File: src/rtl/mand_pkg.sv
// Shared types, constants and fixed-point helpers for the Mandelbrot pixel engine.
// Depends on nothing; every other file in the block imports it.
package mand_pkg;

  // Number format and field widths.
  localparam int FRAC_BITS   = 24;
  localparam int DIM_BITS    = 12;
  localparam int VAL_BITS    = FRAC_BITS + 8;
  localparam int STEP_BITS   = 31;
  localparam int LIMIT_BITS  = 16;
  localparam int COUNT_BITS  = 16;
  localparam int BLUE_BITS   = 8;
  localparam int FRAME_BITS  = DIM_BITS + 1;
  localparam int CFG_DATA_BITS = STEP_BITS;
  localparam int CFG_IDX_BITS  = 2;

  // Multiplier operands must hold both a Q value and the pixel step.
  localparam int MUL_OP_BITS = (VAL_BITS > STEP_BITS) ? VAL_BITS : STEP_BITS + 1;
  localparam int PROD_BITS   = 2 * MUL_OP_BITS;

  // Reset values and escape radius.
  localparam int DEF_LIMIT    = 570;
  localparam int DEF_FRAME    = 1024;
  localparam int DEF_STEP     = 65536;
  localparam int ESC_RADIUS   = 2;

  typedef logic signed [VAL_BITS-1:0]    val_t;
  typedef logic signed [MUL_OP_BITS-1:0] mop_t;
  typedef logic        [MUL_OP_BITS-1:0] mag_t;
  typedef logic        [PROD_BITS-1:0]   prod_t;

  // Escape threshold |z|^2 >= R*R, one bit wider than a value.
  localparam logic signed [VAL_BITS:0] ESC_LEVEL =
    (VAL_BITS+1)'(ESC_RADIUS * ESC_RADIUS) << FRAC_BITS;

  // Saturation limits of a product magnitude.
  localparam prod_t MAG_LIM = PROD_BITS'(1) << (VAL_BITS - 1);
  localparam prod_t MAG_POS = MAG_LIM - PROD_BITS'(1);

  // Configuration register indexes.
  typedef enum logic [CFG_IDX_BITS-1:0] {
    CFG_FRAME_WIDTH     = 2'd0,
    CFG_FRAME_HEIGHT    = 2'd1,
    CFG_PIXEL_STEP      = 2'd2,
    CFG_ITERATION_LIMIT = 2'd3
  } cfg_idx_e;

  typedef struct packed {
    logic [FRAME_BITS-1:0] frame_width;
    logic [FRAME_BITS-1:0] frame_height;
    logic [STEP_BITS-1:0]  pixel_step;
    logic [LIMIT_BITS-1:0] iteration_limit;
  } cfg_t;

  // Right shift applied to a product before saturation.
  typedef enum logic [1:0] {
    SH_NONE  = 2'd0,
    SH_CROSS = 2'd1,
    SH_FRAC  = 2'd2
  } shift_sel_e;

  // One request to the shared multiplier.
  typedef struct packed {
    logic       en;
    mop_t       a;
    mop_t       b;
    shift_sel_e sh;
  } mul_req_t;

  // Shift a product magnitude, saturate it and apply the sign.
  function automatic val_t fx_scale(prod_t prod, logic neg, shift_sel_e sh);
    prod_t q;
    prod_t mag;
    case (sh)
      SH_NONE:  q = prod;
      SH_CROSS: q = prod >> (FRAC_BITS - 1);
      SH_FRAC:  q = prod >> FRAC_BITS;
      default:  q = prod;
    endcase
    if (neg) begin
      mag = (q > MAG_LIM) ? MAG_LIM : q;
      return val_t'(VAL_BITS'(0) - mag[VAL_BITS-1:0]);
    end
    mag = (q > MAG_POS) ? MAG_POS : q;
    return val_t'(mag[VAL_BITS-1:0]);
  endfunction

  // Exact sum of two values, saturated to the value range.
  function automatic val_t sat_add(val_t a, val_t b);
    logic signed [VAL_BITS:0] s;
    s = {a[VAL_BITS-1], a} + {b[VAL_BITS-1], b};
    if (s[VAL_BITS] != s[VAL_BITS-1]) begin
      return s[VAL_BITS] ? val_t'(MAG_LIM[VAL_BITS-1:0]) : val_t'(MAG_POS[VAL_BITS-1:0]);
    end
    return s[VAL_BITS-1:0];
  endfunction

  // Exact difference of two values, saturated to the value range.
  function automatic val_t sat_sub(val_t a, val_t b);
    logic signed [VAL_BITS:0] s;
    s = {a[VAL_BITS-1], a} - {b[VAL_BITS-1], b};
    if (s[VAL_BITS] != s[VAL_BITS-1]) begin
      return s[VAL_BITS] ? val_t'(MAG_LIM[VAL_BITS-1:0]) : val_t'(MAG_POS[VAL_BITS-1:0]);
    end
    return s[VAL_BITS-1:0];
  endfunction

endpackage

File: src/rtl/mand_pix_if.sv
// Pixel coordinate channel: valid/ready handshake with the pixel position.
// Depends on mand_pkg for the coordinate width.
interface mand_pix_if;
  import mand_pkg::*;

  logic                valid;
  logic                ready;
  logic [DIM_BITS-1:0] pixel_x;
  logic [DIM_BITS-1:0] pixel_y;

  modport source (output valid, output pixel_x, output pixel_y, input ready);
  modport sink   (input valid, input pixel_x, input pixel_y, output ready);
endinterface

File: src/rtl/mand_res_if.sv
// Result channel: valid/ready handshake with iteration count, inside flag and blue byte.
// Depends on mand_pkg for the field widths.
interface mand_res_if;
  import mand_pkg::*;

  logic                  valid;
  logic                  ready;
  logic [COUNT_BITS-1:0] iteration_count;
  logic                  inside_set;
  logic [BLUE_BITS-1:0]  blue_level;

  modport source (output valid, output iteration_count, output inside_set,
                  output blue_level, input ready);
  modport sink   (input valid, input iteration_count, input inside_set,
                  input blue_level, output ready);
endinterface

File: src/rtl/mand_cfg.sv
// Configuration register bank of the Mandelbrot pixel engine.
// Depends on mand_pkg for the register layout and indexes.
module mand_cfg (
  input  logic                               clk,
  input  logic                               rst_n,
  input  logic                               cfg_we,
  input  logic [mand_pkg::CFG_IDX_BITS-1:0]  cfg_index,
  input  logic [mand_pkg::CFG_DATA_BITS-1:0] cfg_data,
  output mand_pkg::cfg_t                     cfg
);
  import mand_pkg::*;

  cfg_t cfg_r, cfg_nxt;

  // Decode a write into the addressed register, truncated to its width.
  always_comb begin
    cfg_nxt = cfg_r;
    if (cfg_we) begin
      case (cfg_idx_e'(cfg_index))
        CFG_FRAME_WIDTH:     cfg_nxt.frame_width     = cfg_data[FRAME_BITS-1:0];
        CFG_FRAME_HEIGHT:    cfg_nxt.frame_height    = cfg_data[FRAME_BITS-1:0];
        CFG_PIXEL_STEP:      cfg_nxt.pixel_step      = cfg_data[STEP_BITS-1:0];
        CFG_ITERATION_LIMIT: cfg_nxt.iteration_limit = cfg_data[LIMIT_BITS-1:0];
        default:             cfg_nxt = cfg_r;
      endcase
    end
  end

  always_ff @(posedge clk) begin
    if (!rst_n) begin
      cfg_r.frame_width     <= FRAME_BITS'(DEF_FRAME);
      cfg_r.frame_height    <= FRAME_BITS'(DEF_FRAME);
      cfg_r.pixel_step      <= STEP_BITS'(DEF_STEP);
      cfg_r.iteration_limit <= LIMIT_BITS'(DEF_LIMIT);
    end else begin
      cfg_r <= cfg_nxt;
    end
  end

  assign cfg = cfg_r;

endmodule

File: src/rtl/mand_mul.sv
// Shared signed multiplier with a registered product and a saturating scaler.
// Depends on mand_pkg for operand types and the fx_scale helper.
module mand_mul (
  input  logic               clk,
  input  mand_pkg::mul_req_t req,
  output mand_pkg::val_t     res
);
  import mand_pkg::*;

  mag_t       a_mag, b_mag;
  prod_t      prod_r;
  logic       neg_r;
  shift_sel_e sh_r;

  // Operand magnitudes; the most negative code maps to its unsigned magnitude.
  assign a_mag = mag_t'(req.a[MUL_OP_BITS-1] ? -req.a : req.a);
  assign b_mag = mag_t'(req.b[MUL_OP_BITS-1] ? -req.b : req.b);

  // Full-width product, registered along with its sign and scaling.
  always_ff @(posedge clk) begin
    if (req.en) begin
      prod_r <= PROD_BITS'(a_mag) * PROD_BITS'(b_mag);
      neg_r  <= req.a[MUL_OP_BITS-1] ^ req.b[MUL_OP_BITS-1];
      sh_r   <= req.sh;
    end
  end

  // Shift, truncate the magnitude and saturate.
  assign res = fx_scale(prod_r, neg_r, sh_r);

endmodule

File: src/rtl/mandelbrot_escape_time_pixel.sv
// Top level of the Mandelbrot escape-time pixel engine: sequencer and iteration state.
// Depends on mand_pkg, mand_pix_if, mand_res_if, mand_cfg and mand_mul.
//
//   Channel   Direction  Handshake          Payload
//   in_pix    sink       valid/ready        pixel_x, pixel_y
//   out_res   source     valid/ready        iteration_count, inside_set, blue_level
//   cfg_*     input      cfg_we per cycle   cfg_index, cfg_data
//
// A pixel's result is formed over N iterations, where N is the iteration count: each
// iteration makes three passes through the one shared multiplier (cross term, zx
// squared, zy squared) plus an update and a test step. Mapping the pixel to c takes
// two more multiplier passes before the first iteration. The next pixel can be
// accepted in the cycle in which the result enters the output register. Reset is
// synchronous and active low; it restores the register defaults. in_pix.ready is
// high only while the sequencer is idle; a finished result waits in the output
// register, and a next result stalls until that one is taken.
module mandelbrot_escape_time_pixel (
  input  logic                               clk,
  input  logic                               rst_n,
  mand_pix_if.sink                           in_pix,
  mand_res_if.source                         out_res,
  input  logic                               cfg_we,
  input  logic [mand_pkg::CFG_IDX_BITS-1:0]  cfg_index,
  input  logic [mand_pkg::CFG_DATA_BITS-1:0] cfg_data
);
  import mand_pkg::*;

  typedef enum logic [9:0] {
    S_IDLE  = 10'b0000000001,
    S_MCX   = 10'b0000000010,
    S_MCY   = 10'b0000000100,
    S_CINIT = 10'b0000001000,
    S_MXY   = 10'b0000010000,
    S_UPD   = 10'b0000100000,
    S_MXX   = 10'b0001000000,
    S_MYY   = 10'b0010000000,
    S_CHK   = 10'b0100000000,
    S_DONE  = 10'b1000000000
  } state_t;

  cfg_t     cfg;
  mul_req_t mreq;
  val_t     mres;

  state_t                state_r, state_nxt;
  logic [DIM_BITS-1:0]   px_r, px_nxt, py_r, py_nxt;
  val_t                  cx_r, cx_nxt, cy_r, cy_nxt;
  val_t                  zx_r, zx_nxt, zy_r, zy_nxt;
  val_t                  zx2_r, zx2_nxt, zy2_r, zy2_nxt;
  logic [COUNT_BITS-1:0] count_r, count_nxt;
  logic                  out_valid_r, out_valid_nxt;
  logic [COUNT_BITS-1:0] out_count_r, out_count_nxt;
  logic                  out_inside_r, out_inside_nxt;
  logic [BLUE_BITS-1:0]  out_blue_r, out_blue_nxt;

  logic signed [DIM_BITS+1:0] dx, dy;
  logic signed [VAL_BITS:0]   mag_sum;
  logic                       run_on;
  logic                       in_acc, out_free, at_limit;

  mand_cfg u_cfg (
    .clk       (clk),
    .rst_n     (rst_n),
    .cfg_we    (cfg_we),
    .cfg_index (cfg_index),
    .cfg_data  (cfg_data),
    .cfg       (cfg)
  );

  mand_mul u_mul (
    .clk (clk),
    .req (mreq),
    .res (mres)
  );

  // Offsets of the pixel from the frame center, halves taken by integer division.
  assign dx = $signed({2'b00, px_r}) - $signed({2'b00, cfg.frame_width[DIM_BITS:1]});
  assign dy = $signed({2'b00, py_r}) - $signed({2'b00, cfg.frame_height[DIM_BITS:1]});

  // Loop test: limit not reached and |z|^2 below the escape level.
  assign mag_sum = {zx2_r[VAL_BITS-1], zx2_r} + {zy2_r[VAL_BITS-1], zy2_r};
  assign run_on  = (count_r < cfg.iteration_limit) && (mag_sum < ESC_LEVEL);

  assign in_acc   = in_pix.valid && in_pix.ready;
  assign out_free = !out_valid_r || out_res.ready;
  assign at_limit = (count_r == cfg.iteration_limit);

  // Sequencer and datapath next-state logic.
  always_comb begin
    state_nxt      = state_r;
    px_nxt         = px_r;
    py_nxt         = py_r;
    cx_nxt         = cx_r;
    cy_nxt         = cy_r;
    zx_nxt         = zx_r;
    zy_nxt         = zy_r;
    zx2_nxt        = zx2_r;
    zy2_nxt        = zy2_r;
    count_nxt      = count_r;
    out_count_nxt  = out_count_r;
    out_inside_nxt = out_inside_r;
    out_blue_nxt   = out_blue_r;
    out_valid_nxt  = out_valid_r && !out_res.ready;
    mreq.en        = 1'b0;
    mreq.a         = mop_t'(zx_r);
    mreq.b         = mop_t'(zy_r);
    mreq.sh        = SH_CROSS;

    case (state_r)
      S_IDLE: begin
        if (in_acc) begin
          px_nxt    = in_pix.pixel_x;
          py_nxt    = in_pix.pixel_y;
          state_nxt = S_MCX;
        end
      end
      S_MCX: begin
        mreq.en   = 1'b1;
        mreq.a    = mop_t'(dx);
        mreq.b    = mop_t'(cfg.pixel_step);
        mreq.sh   = SH_NONE;
        state_nxt = S_MCY;
      end
      S_MCY: begin
        cx_nxt    = mres;
        mreq.en   = 1'b1;
        mreq.a    = mop_t'(dy);
        mreq.b    = mop_t'(cfg.pixel_step);
        mreq.sh   = SH_NONE;
        state_nxt = S_CINIT;
      end
      S_CINIT: begin
        cy_nxt    = mres;
        zx_nxt    = '0;
        zy_nxt    = '0;
        zx2_nxt   = '0;
        zy2_nxt   = '0;
        count_nxt = '0;
        state_nxt = S_MXY;
      end
      S_MXY: begin
        if (run_on) begin
          mreq.en   = 1'b1;
          mreq.a    = mop_t'(zx_r);
          mreq.b    = mop_t'(zy_r);
          mreq.sh   = SH_CROSS;
          state_nxt = S_UPD;
        end else begin
          state_nxt = S_DONE;
        end
      end
      S_UPD: begin
        zy_nxt    = sat_add(mres, cy_r);
        zx_nxt    = sat_add(sat_sub(zx2_r, zy2_r), cx_r);
        state_nxt = S_MXX;
      end
      S_MXX: begin
        mreq.en   = 1'b1;
        mreq.a    = mop_t'(zx_r);
        mreq.b    = mop_t'(zx_r);
        mreq.sh   = SH_FRAC;
        state_nxt = S_MYY;
      end
      S_MYY: begin
        zx2_nxt   = mres;
        mreq.en   = 1'b1;
        mreq.a    = mop_t'(zy_r);
        mreq.b    = mop_t'(zy_r);
        mreq.sh   = SH_FRAC;
        state_nxt = S_CHK;
      end
      S_CHK: begin
        zy2_nxt   = mres;
        count_nxt = count_r + COUNT_BITS'(1);
        state_nxt = S_MXY;
      end
      S_DONE: begin
        if (out_free) begin
          out_valid_nxt  = 1'b1;
          out_count_nxt  = count_r;
          out_inside_nxt = at_limit;
          out_blue_nxt   = at_limit ? '0 : count_r[BLUE_BITS-1:0];
          state_nxt      = S_IDLE;
        end
      end
      default: state_nxt = S_IDLE;
    endcase
  end

  // Control registers.
  always_ff @(posedge clk) begin
    if (!rst_n) begin
      state_r     <= S_IDLE;
      out_valid_r <= 1'b0;
    end else begin
      state_r     <= state_nxt;
      out_valid_r <= out_valid_nxt;
    end
  end

  // Payload and iteration registers.
  always_ff @(posedge clk) begin
    px_r         <= px_nxt;
    py_r         <= py_nxt;
    cx_r         <= cx_nxt;
    cy_r         <= cy_nxt;
    zx_r         <= zx_nxt;
    zy_r         <= zy_nxt;
    zx2_r        <= zx2_nxt;
    zy2_r        <= zy2_nxt;
    count_r      <= count_nxt;
    out_count_r  <= out_count_nxt;
    out_inside_r <= out_inside_nxt;
    out_blue_r   <= out_blue_nxt;
  end

  assign in_pix.ready            = (state_r == S_IDLE);
  assign out_res.valid           = out_valid_r;
  assign out_res.iteration_count = out_count_r;
  assign out_res.inside_set      = out_inside_r;
  assign out_res.blue_level      = out_blue_r;

  // An accepted pixel always starts the mapping of c.
  a_accept_starts: assert property (@(posedge clk) disable iff (!rst_n)
    in_acc |=> (state_r == S_MCX))
    else $error("accepted pixel did not start mapping");

  // An iteration only runs while the count is below the limit.
  a_count_bound: assert property (@(posedge clk) disable iff (!rst_n)
    (state_r == S_UPD) |-> (count_r < cfg.iteration_limit))
    else $error("iteration ran past the limit");

  // The count steps by one at the end of each iteration.
  a_count_step: assert property (@(posedge clk) disable iff (!rst_n)
    (state_r == S_CHK) |=> (count_r == COUNT_BITS'($past(count_r) + COUNT_BITS'(1))))
    else $error("iteration count did not step by one");

  // Finishing a pixel loads the output register and frees the input.
  a_done_loads: assert property (@(posedge clk) disable iff (!rst_n)
    ((state_r == S_DONE) && out_free) |=> (out_valid_r && (state_r == S_IDLE)))
    else $error("finished pixel did not reach the output register");

endmodule

File: src/flat_wrapper.sv
// flat-port wrapper written by rule: the top's interface ports become plain ports
module mandelbrot_escape_time_pixel_flat import mand_pkg::*;
  (clk, rst_n, cfg_we, cfg_index, cfg_data, in_pix_valid, in_pix_pixel_x, in_pix_pixel_y, in_pix_ready, out_res_valid, out_res_iteration_count, out_res_inside_set, out_res_blue_level, out_res_ready);
  mand_pix_if in_pix_i ();
  mand_res_if out_res_i ();
  input  logic clk;
  input  logic rst_n;
  input  logic cfg_we;
  input  logic [mand_pkg::CFG_IDX_BITS-1:0] cfg_index;
  input  logic [mand_pkg::CFG_DATA_BITS-1:0] cfg_data;
  input wire logic [$bits(in_pix_i.valid)-1:0] in_pix_valid;
  input wire logic [$bits(in_pix_i.pixel_x)-1:0] in_pix_pixel_x;
  input wire logic [$bits(in_pix_i.pixel_y)-1:0] in_pix_pixel_y;
  output wire logic [$bits(in_pix_i.ready)-1:0] in_pix_ready;
  output wire logic [$bits(out_res_i.valid)-1:0] out_res_valid;
  output wire logic [$bits(out_res_i.iteration_count)-1:0] out_res_iteration_count;
  output wire logic [$bits(out_res_i.inside_set)-1:0] out_res_inside_set;
  output wire logic [$bits(out_res_i.blue_level)-1:0] out_res_blue_level;
  input wire logic [$bits(out_res_i.ready)-1:0] out_res_ready;
  assign in_pix_i.valid = in_pix_valid;
  assign in_pix_i.pixel_x = in_pix_pixel_x;
  assign in_pix_i.pixel_y = in_pix_pixel_y;
  assign in_pix_ready = in_pix_i.ready;
  assign out_res_valid = out_res_i.valid;
  assign out_res_iteration_count = out_res_i.iteration_count;
  assign out_res_inside_set = out_res_i.inside_set;
  assign out_res_blue_level = out_res_i.blue_level;
  assign out_res_i.ready = out_res_ready;
  mandelbrot_escape_time_pixel u_core (.clk(clk), .rst_n(rst_n), .in_pix(in_pix_i), .out_res(out_res_i), .cfg_we(cfg_we), .cfg_index(cfg_index), .cfg_data(cfg_data));
endmodule
File: config.mk
export PLATFORM = sky130hd
export DESIGN_NAME = mandelbrot_escape_time_pixel_flat
export DESIGN_NICKNAME = d
export VERILOG_FILES = /design/src/rtl/mand_pkg.sv /design/src/rtl/mand_pix_if.sv /design/src/rtl/mand_res_if.sv /design/src/rtl/mand_cfg.sv /design/src/rtl/mand_mul.sv /design/src/rtl/mandelbrot_escape_time_pixel.sv /design/src/flat_wrapper.sv
export SDC_FILE = /design/constraint.sdc
export NUM_CORES = 2
export LEC_CHECK = 0
export BUFFER_PORTS_ARGS = -buffer_cell sky130_fd_sc_hd__clkbuf_2
export CAP_MARGIN = 20
export CORE_ASPECT_RATIO = 1.1
export CORE_MARGIN = 4
export CORE_UTILIZATION = 55
export CTS_CLUSTER_DIAMETER = 50
export DETAILED_ROUTE_END_ITERATION = 8
export PLACE_DENSITY = 0.78
export SYNTH_ARGS = -nofsm -noshare
export SYNTH_HDL_FRONTEND = slang
export SYNTH_SLANG_ARGS = --single-unit
File: constraint.sdc
create_clock -name clk -period 16.4 [get_ports clk]
set_clock_uncertainty 0.15 [all_clocks]
set_input_delay 3.28 -clock clk [delete_from_list [all_inputs] [get_ports clk]]
set_output_delay 3.28 -clock clk [all_outputs]
set_load 0.01 [all_outputs]
# [Word-level counts from Yosys, hierarchy flattened]
# Index checks and enable logic that the tools add are counted.
[totals] reg_bits=408 inputBits=62 out_inout_bits=27 word_cells=113
[op_classes] addsub=10 n_mul=1 order_cmp=4 eq_ne=21 muxes=37 bitwise=1 reduce_logical=18
[ops] cell="$mux W32" count=16
[ops] cell="$pmux W67 S5" count=1
[ops] cell="$pmux W32 S2" count=4
[ops] cell="$pmux W64 S2" count=1
[ops] cell="$add A32 B32 Y33" count=3
[ops] cell="$pmux W10 S9" count=1
[ops] cell="$mux W67" count=1
[ops] cell="$gt A64 B31 Y1 const B" count=1
[ops] cell="$gt A64 B32 Y1 const B" count=1
[ops] cell="$mul A32 B32 Y64" count=1
[ops] cell="$neg A32 Y32" count=2
[ops] cell="$lt A33 B28 Y1 const B" count=1
[ops] cell="$sub A32 B32 Y33" count=1
[ops] cell="$pmux W16 S2" count=1
[ops] cell="$sub A1 B32 Y32 const A" count=1
[ops] cell="$mux W10" count=3
[ops] cell="$sub A12 B12 Y13" count=2
[ops] cell="$add A16 B1 Y16 const B" count=1
[ops] cell="$eq A16 B16 Y1" count=1
[ops] cell="$lt A16 B16 Y1" count=1
[ops] cell="$reduce_and A2 Y1" count=7
[ops] cell="$eq A10 B1 Y1 const B" count=1
[ops] cell="$eq A10 B10 Y1 const B" count=1
[ops] cell="$eq A10 B2 Y1 const B" count=1
[ops] cell="other kinds (20)" count=38

# [Logic depth before layout (Yosys ltp)]
[logic_depth] depth_word=13 depth_mapped=48 ltp_nobuf=43

# [Cells and area by module]
# Synthesis repeated with hierarchy kept, for this count alone.
[unflattened] cells_unflattened=6518 hier_area_um2=58945.3
[by_module_without_submodules] module="mand_mul" n_inst=1 cells_per_inst=4377 area_per_inst_um2=37654.9 seq_area_each_um2=2011.9
[by_module_without_submodules] module="mandelbrot_escape_time_pixel" n_inst=1 cells_per_inst=1855 area_per_inst_um2=18479.0 seq_area_each_um2=7937.6
[by_module_without_submodules] module="mand_cfg" n_inst=1 cells_per_inst=286 area_per_inst_um2=2811.4 seq_area_each_um2=1461.4

# [Worst setup path before layout]
# No wires, ideal clock.
[synth_path] kind="reg-to-reg" startpoint="register u_core.state_r[3]" endpoint="register u_core.u_mul.prod_r[41], data pin" setup_ps=265 arrival_ps=10577 required_time_ps=15985 slack_ps=5408 stages_incl_launch_ff=39 path_buffers=3 period_less_slack_ps=10992 path_cell_list="dfxtp_1 or4_1 clkbuf_1 or3_1 buf_2 clkinv_1 a211oi_1 nand2b_1 nor4_4 and4_4 nand4_4 o21ai_0 xor2_1 clkbuf_1 nor2_1 fa_1 inv_1 fa_1 (+3 left out) fa_1 inv_1 fa_1 inv_1 fa_1 fa_1 ha_1 and3_1 and3_1 and4_1 a311oi_1 nor2b_1 o21bai_1 a21oi_1 o21ai_0 a21oi_1 o21ai_0 xor2_1"
[synth_via] elab_chain_len=5 word_cells_on_any_way=11 classes_between="2 x add/sub; 1 x mul; 5 x eq/ne; 3 x mux"
[synth_rtl] item="start, declared" line="mandelbrot_escape_time_pixel.sv:45" source="state_t state_r, state_nxt;"
[synth_rtl] item="start signal, assigned" line="mandelbrot_escape_time_pixel.sv:196" source="state_r <= state_nxt;"
[synth_rtl] item="$eq A10 B8 Y1 (tied with other cells)" line="mandelbrot_escape_time_pixel.sv:109" source="case (state_r)"
[synth_rtl] item="$pmux W67 S5 *" line="mandelbrot_escape_time_pixel.sv:109"
[synth_rtl] item="$neg A32 Y32 (on tied branches)" line="mand_mul.sv:16, mand_mul.sv:17"
[synth_rtl] item="$mux W32 (on tied branches)" line="mand_mul.sv:16, mand_mul.sv:17"
[synth_rtl] item="$mul A32 B32 Y64 *" line="mand_mul.sv:22" source="prod_r <= PROD_BITS'(a_mag) * PROD_BITS'(b_mag);"
[synth_rtl] item="end signal, assigned" line="mand_mul.sv:22"
[synth_rtl] item="end, declared" line="mand_mul.sv:11" source="prod_t prod_r;"
# Every way passes the cells marked *; elsewhere a longest branch is shown, timed or not.
# A chain may end at the register's enable or synchronous reset.

# [Worst setup path after layout]
[layout_path] startpoint="register u_core.state_r[1]" endpoint="register u_core.u_mul.prod_r[51], data pin"
# The elaborated chain is that of the path after synthesis.

==> results.md <==
- Yosys top cell area share: between 30 and 40%
- Synthesized cell area: between 50,000 and 60,000 um^2
- Final HPWL DP: between 100,000 and 150,000 um
- Routed WL per cell: around 24 um
- Clk pwr share: 29.1%
- Pwr per Cell Area: 61.4 nW/um^2
- Largest net degree at the start of global routing: 68
- Max Cap Violations: 0
- Drt pass-1 iters: 9
- Max-slew headroom at the worst pin: 12.6%
- Sw Pwr: around 1.5 mW
- TritonCTS Buffers: 45
- Top post-synthesis cells by area: fa_1, edfxtp_1, ha_1, inv_1, nand2_1
- Max frequency: about 70 MHz
- Max stage delay on crit path: 880 ps
- Total routed wirelength: approximately 190,000 um
- Critical path buffer and inverter count: 4
- Most common library cells after synthesis: inv_1, fa_1, nand2_1
- Die height: roughly 350 um
- Worst-case clock buffer depth: 3
- Avg Synthesized Cell Area: roughly 9.1 um^2
- Syn Nets: 7,844
- Yosys reg bits: slightly above 400
- H-tree level count: 2
- Final Cycle Share: 86.1%
- Final slew viol count: 0
- Via total after detailed routing: approximately 48,000
- Overall Power: around 3.9 mW
- Syn Inst Count: between 6,000 and 7,000
- Crit Path Max Fanout: 39
- Core Area: roughly 110,000 um^2
- # fillers: slightly below 9,000
- Ratio of cells with drive above 1 in the final layout: 6.82%
- Leading area contributor after synthesis: fa_1
- Yosys cell types: ~100
- Sequential share of the synthesized area: roughly 20%
- All-Layer GR Usage: between 30% and 40%
- Clock period minus final worst setup slack: between 10,000 and 15,000 ps
- Area grow syn2layout: 7.44%
- Outcome: complete, but fails checks
- Combinational power share: 40.7%
- Worst skew pair latency: a little over 600 ps
- Port Buffer Count: between 80 and 90
- CTS tree: done
- Worst EP required: between 15,000 and 20,000 ps
- Setup violations, final: 0
- Critical path launch point type: flop
- Clk Tree Root Cell: clkbuf_16
- Nets: 7,826
- Critical path endpoint category: flop
- Async set-or-reset flop fraction in the synthesized netlist: 0%
- Row count: approximately 130
- Die outline width: 319 um
- Fin Setup TNS: 0 ps
- Final instance area: 62,700 um^2
- Leak Pwr: around 29 nW
- Slowest cell on crit path: xnor2_4
- Most frequent cell after synthesis: inv_1
- Antenna violations before repair: 6
- Post-DP Area: a little over 60,000 um^2
- Detail Route Antenna Nets: 0
- Switch share: 39.4%
- Part of the power in registers: 30.2%
- Pint: 2.33 mW
- Hold-fix buffers, CTS: 0
- Total grt overflow: 0
- Iteration-0 DRC count of the detailed router: ~6,000
- Final hold violations: 0
- Failing checks: design-rule violations
- Initial core utilization: 55.3%
- # Post-CTS Setup Buffers: 0
- CP top delay family: adder cells
- Most used cell, CP: fa_1
- Via/cell ratio: 6.15
- Die area: roughly 110,000 um^2
- VDD IR max: 90.8 uV
- Main synth FF type: edfxtp_1
- CTS Sinks: 406
- Slew at the pin closest to its max-slew limit: approximately 1300 ps
- Post_cts resized: 0
- Global-route wire length before repair: about 290,000 um
- Num ports: 89
- CTS clock-pin slew for the worst setup and hold paths: about 70 ps
- Worst Hold Class: flop to flop
- RSZ-0062 raised after global routing: false
- Post-synth EDFFs: approximately 320
- Worst path arrival time: about 14,000 ps
- Vias in the first global route: around 50,000
- YS warnings: 0
- Crit Path Category: flop to flop
- Number of remaining DRC errors: 1
- Gp weighted congestion: 1.01
-- cells in the final DEF, fill, tap and decap left out, types with 120 or more instances in the layout --
master	count
xnor2_1	120
nor2_1	761
a21oi_1	299
ha_1	437
inv_1	1037
fa_1	901
nand2_1	798
buf_4	132
o21ai_0	215
edfxtp_1	324
-- worst register-to-register path, delay by kind of cell, from the launching register on --
family / cells / cell delay [ps]
simple gates: 11 / 3520
xor+xnor: 3 / 1700
compound gates: 9 / 2730
fa+ha+maj: 10 / 4580
buf+inv: 4 / 630
flops: 1 / 520
-- cell families after synthesis --
| kind of cell | Yosys count | share of synthesized area [%] |
|---|---|---|
| DFF | 406 | 19.5 |
| muxes | 9 | 0.159 |
| xor gates and xnor gates | 273 | 4.11 |
| AOI/OAI and AO/OA | 1012 | 11.4 |
| buffers and inverters | 1335 | 8.79 |
| adders and majority gates | 1347 | 40.4 |
| and+or+nand+nor | 2062 | 15.6 |
-- worst paths after layout --
check / start / endpoint / slack (ps) / cells past startpoint
setup / recovery: u_core.state_r[1] / u_core.u_mul.prod_r[51] / 2280 / 37
hold / removal: u_core.u_cfg.cfg[65] / u_core.u_cfg.cfg[65] / 310 / 2
setup reg to reg: u_core.state_r[1] / u_core.u_mul.prod_r[51] / 2280 / 37
hold reg to reg: u_core.u_cfg.cfg[65] / u_core.u_cfg.cfg[65] / 310 / 2
-- power by group through the flow --
stage	combinational, mW	clock (mW)	sequential, mW
after floorplan	0.958	0	1.18
after global placement	1.48	0	1.18
after detailed placement	1.49	0	1.18
after CTS	1.52	1.13	1.16
after global routing	1.69	1.18	1.16
final	1.57	1.12	1.16
-- cell type report --
cell class	instances	area (um^2)	share of cell area, %
Clock buffer	57	1230	1.97
Sequential cell	406	11400	18.1
Inverter	1041	3910	6.23
Clock inverter	27	393	0.627
Tap cell	1397	1750	2.79
Antenna cell	3	7.51	0.0120
Multi-Input combinational cell	4703	42500	67.8
Timing Repair Buffer	229	1540	2.45
-- per-stage QoR --
step	cells	hold slack [ps]	setup WS, ps	utilization [%]
final	7863	305	2280	59.5
after global routing	7860	325	1810	59.5
after CTS	7852	305	2680	59.4
after detailed placement	7768	296	2730	57.8
after global placement	7767	293	2780	57.8
after floorplan	6444	286	5410	-
-- per-layer routing --
metal | wire length [um] | track usage, % | vias up
met5 | 0 | 0 | -
met4 | 16300 | 22.3 | 0
met3 | 23400 | 9.24 | 854
met2 | 80700 | 51.3 | 3027
met1 | 68700 | 43.5 | 23700
li1 | - | - | 20800
-- registers in the layout, summed over array words and instances (netlist names), 32 cells and up --
name and cells:
u_core.u_cfg.cfg 71, u_core.u_mul.prod_r 64, u_core.cx_r 32, u_core.cy_r 32, u_core.zx2_r 32, u_core.zx_r 32
u_core.zy2_r 32, u_core.zy_r 32
(Power assumes the default switching activity.)
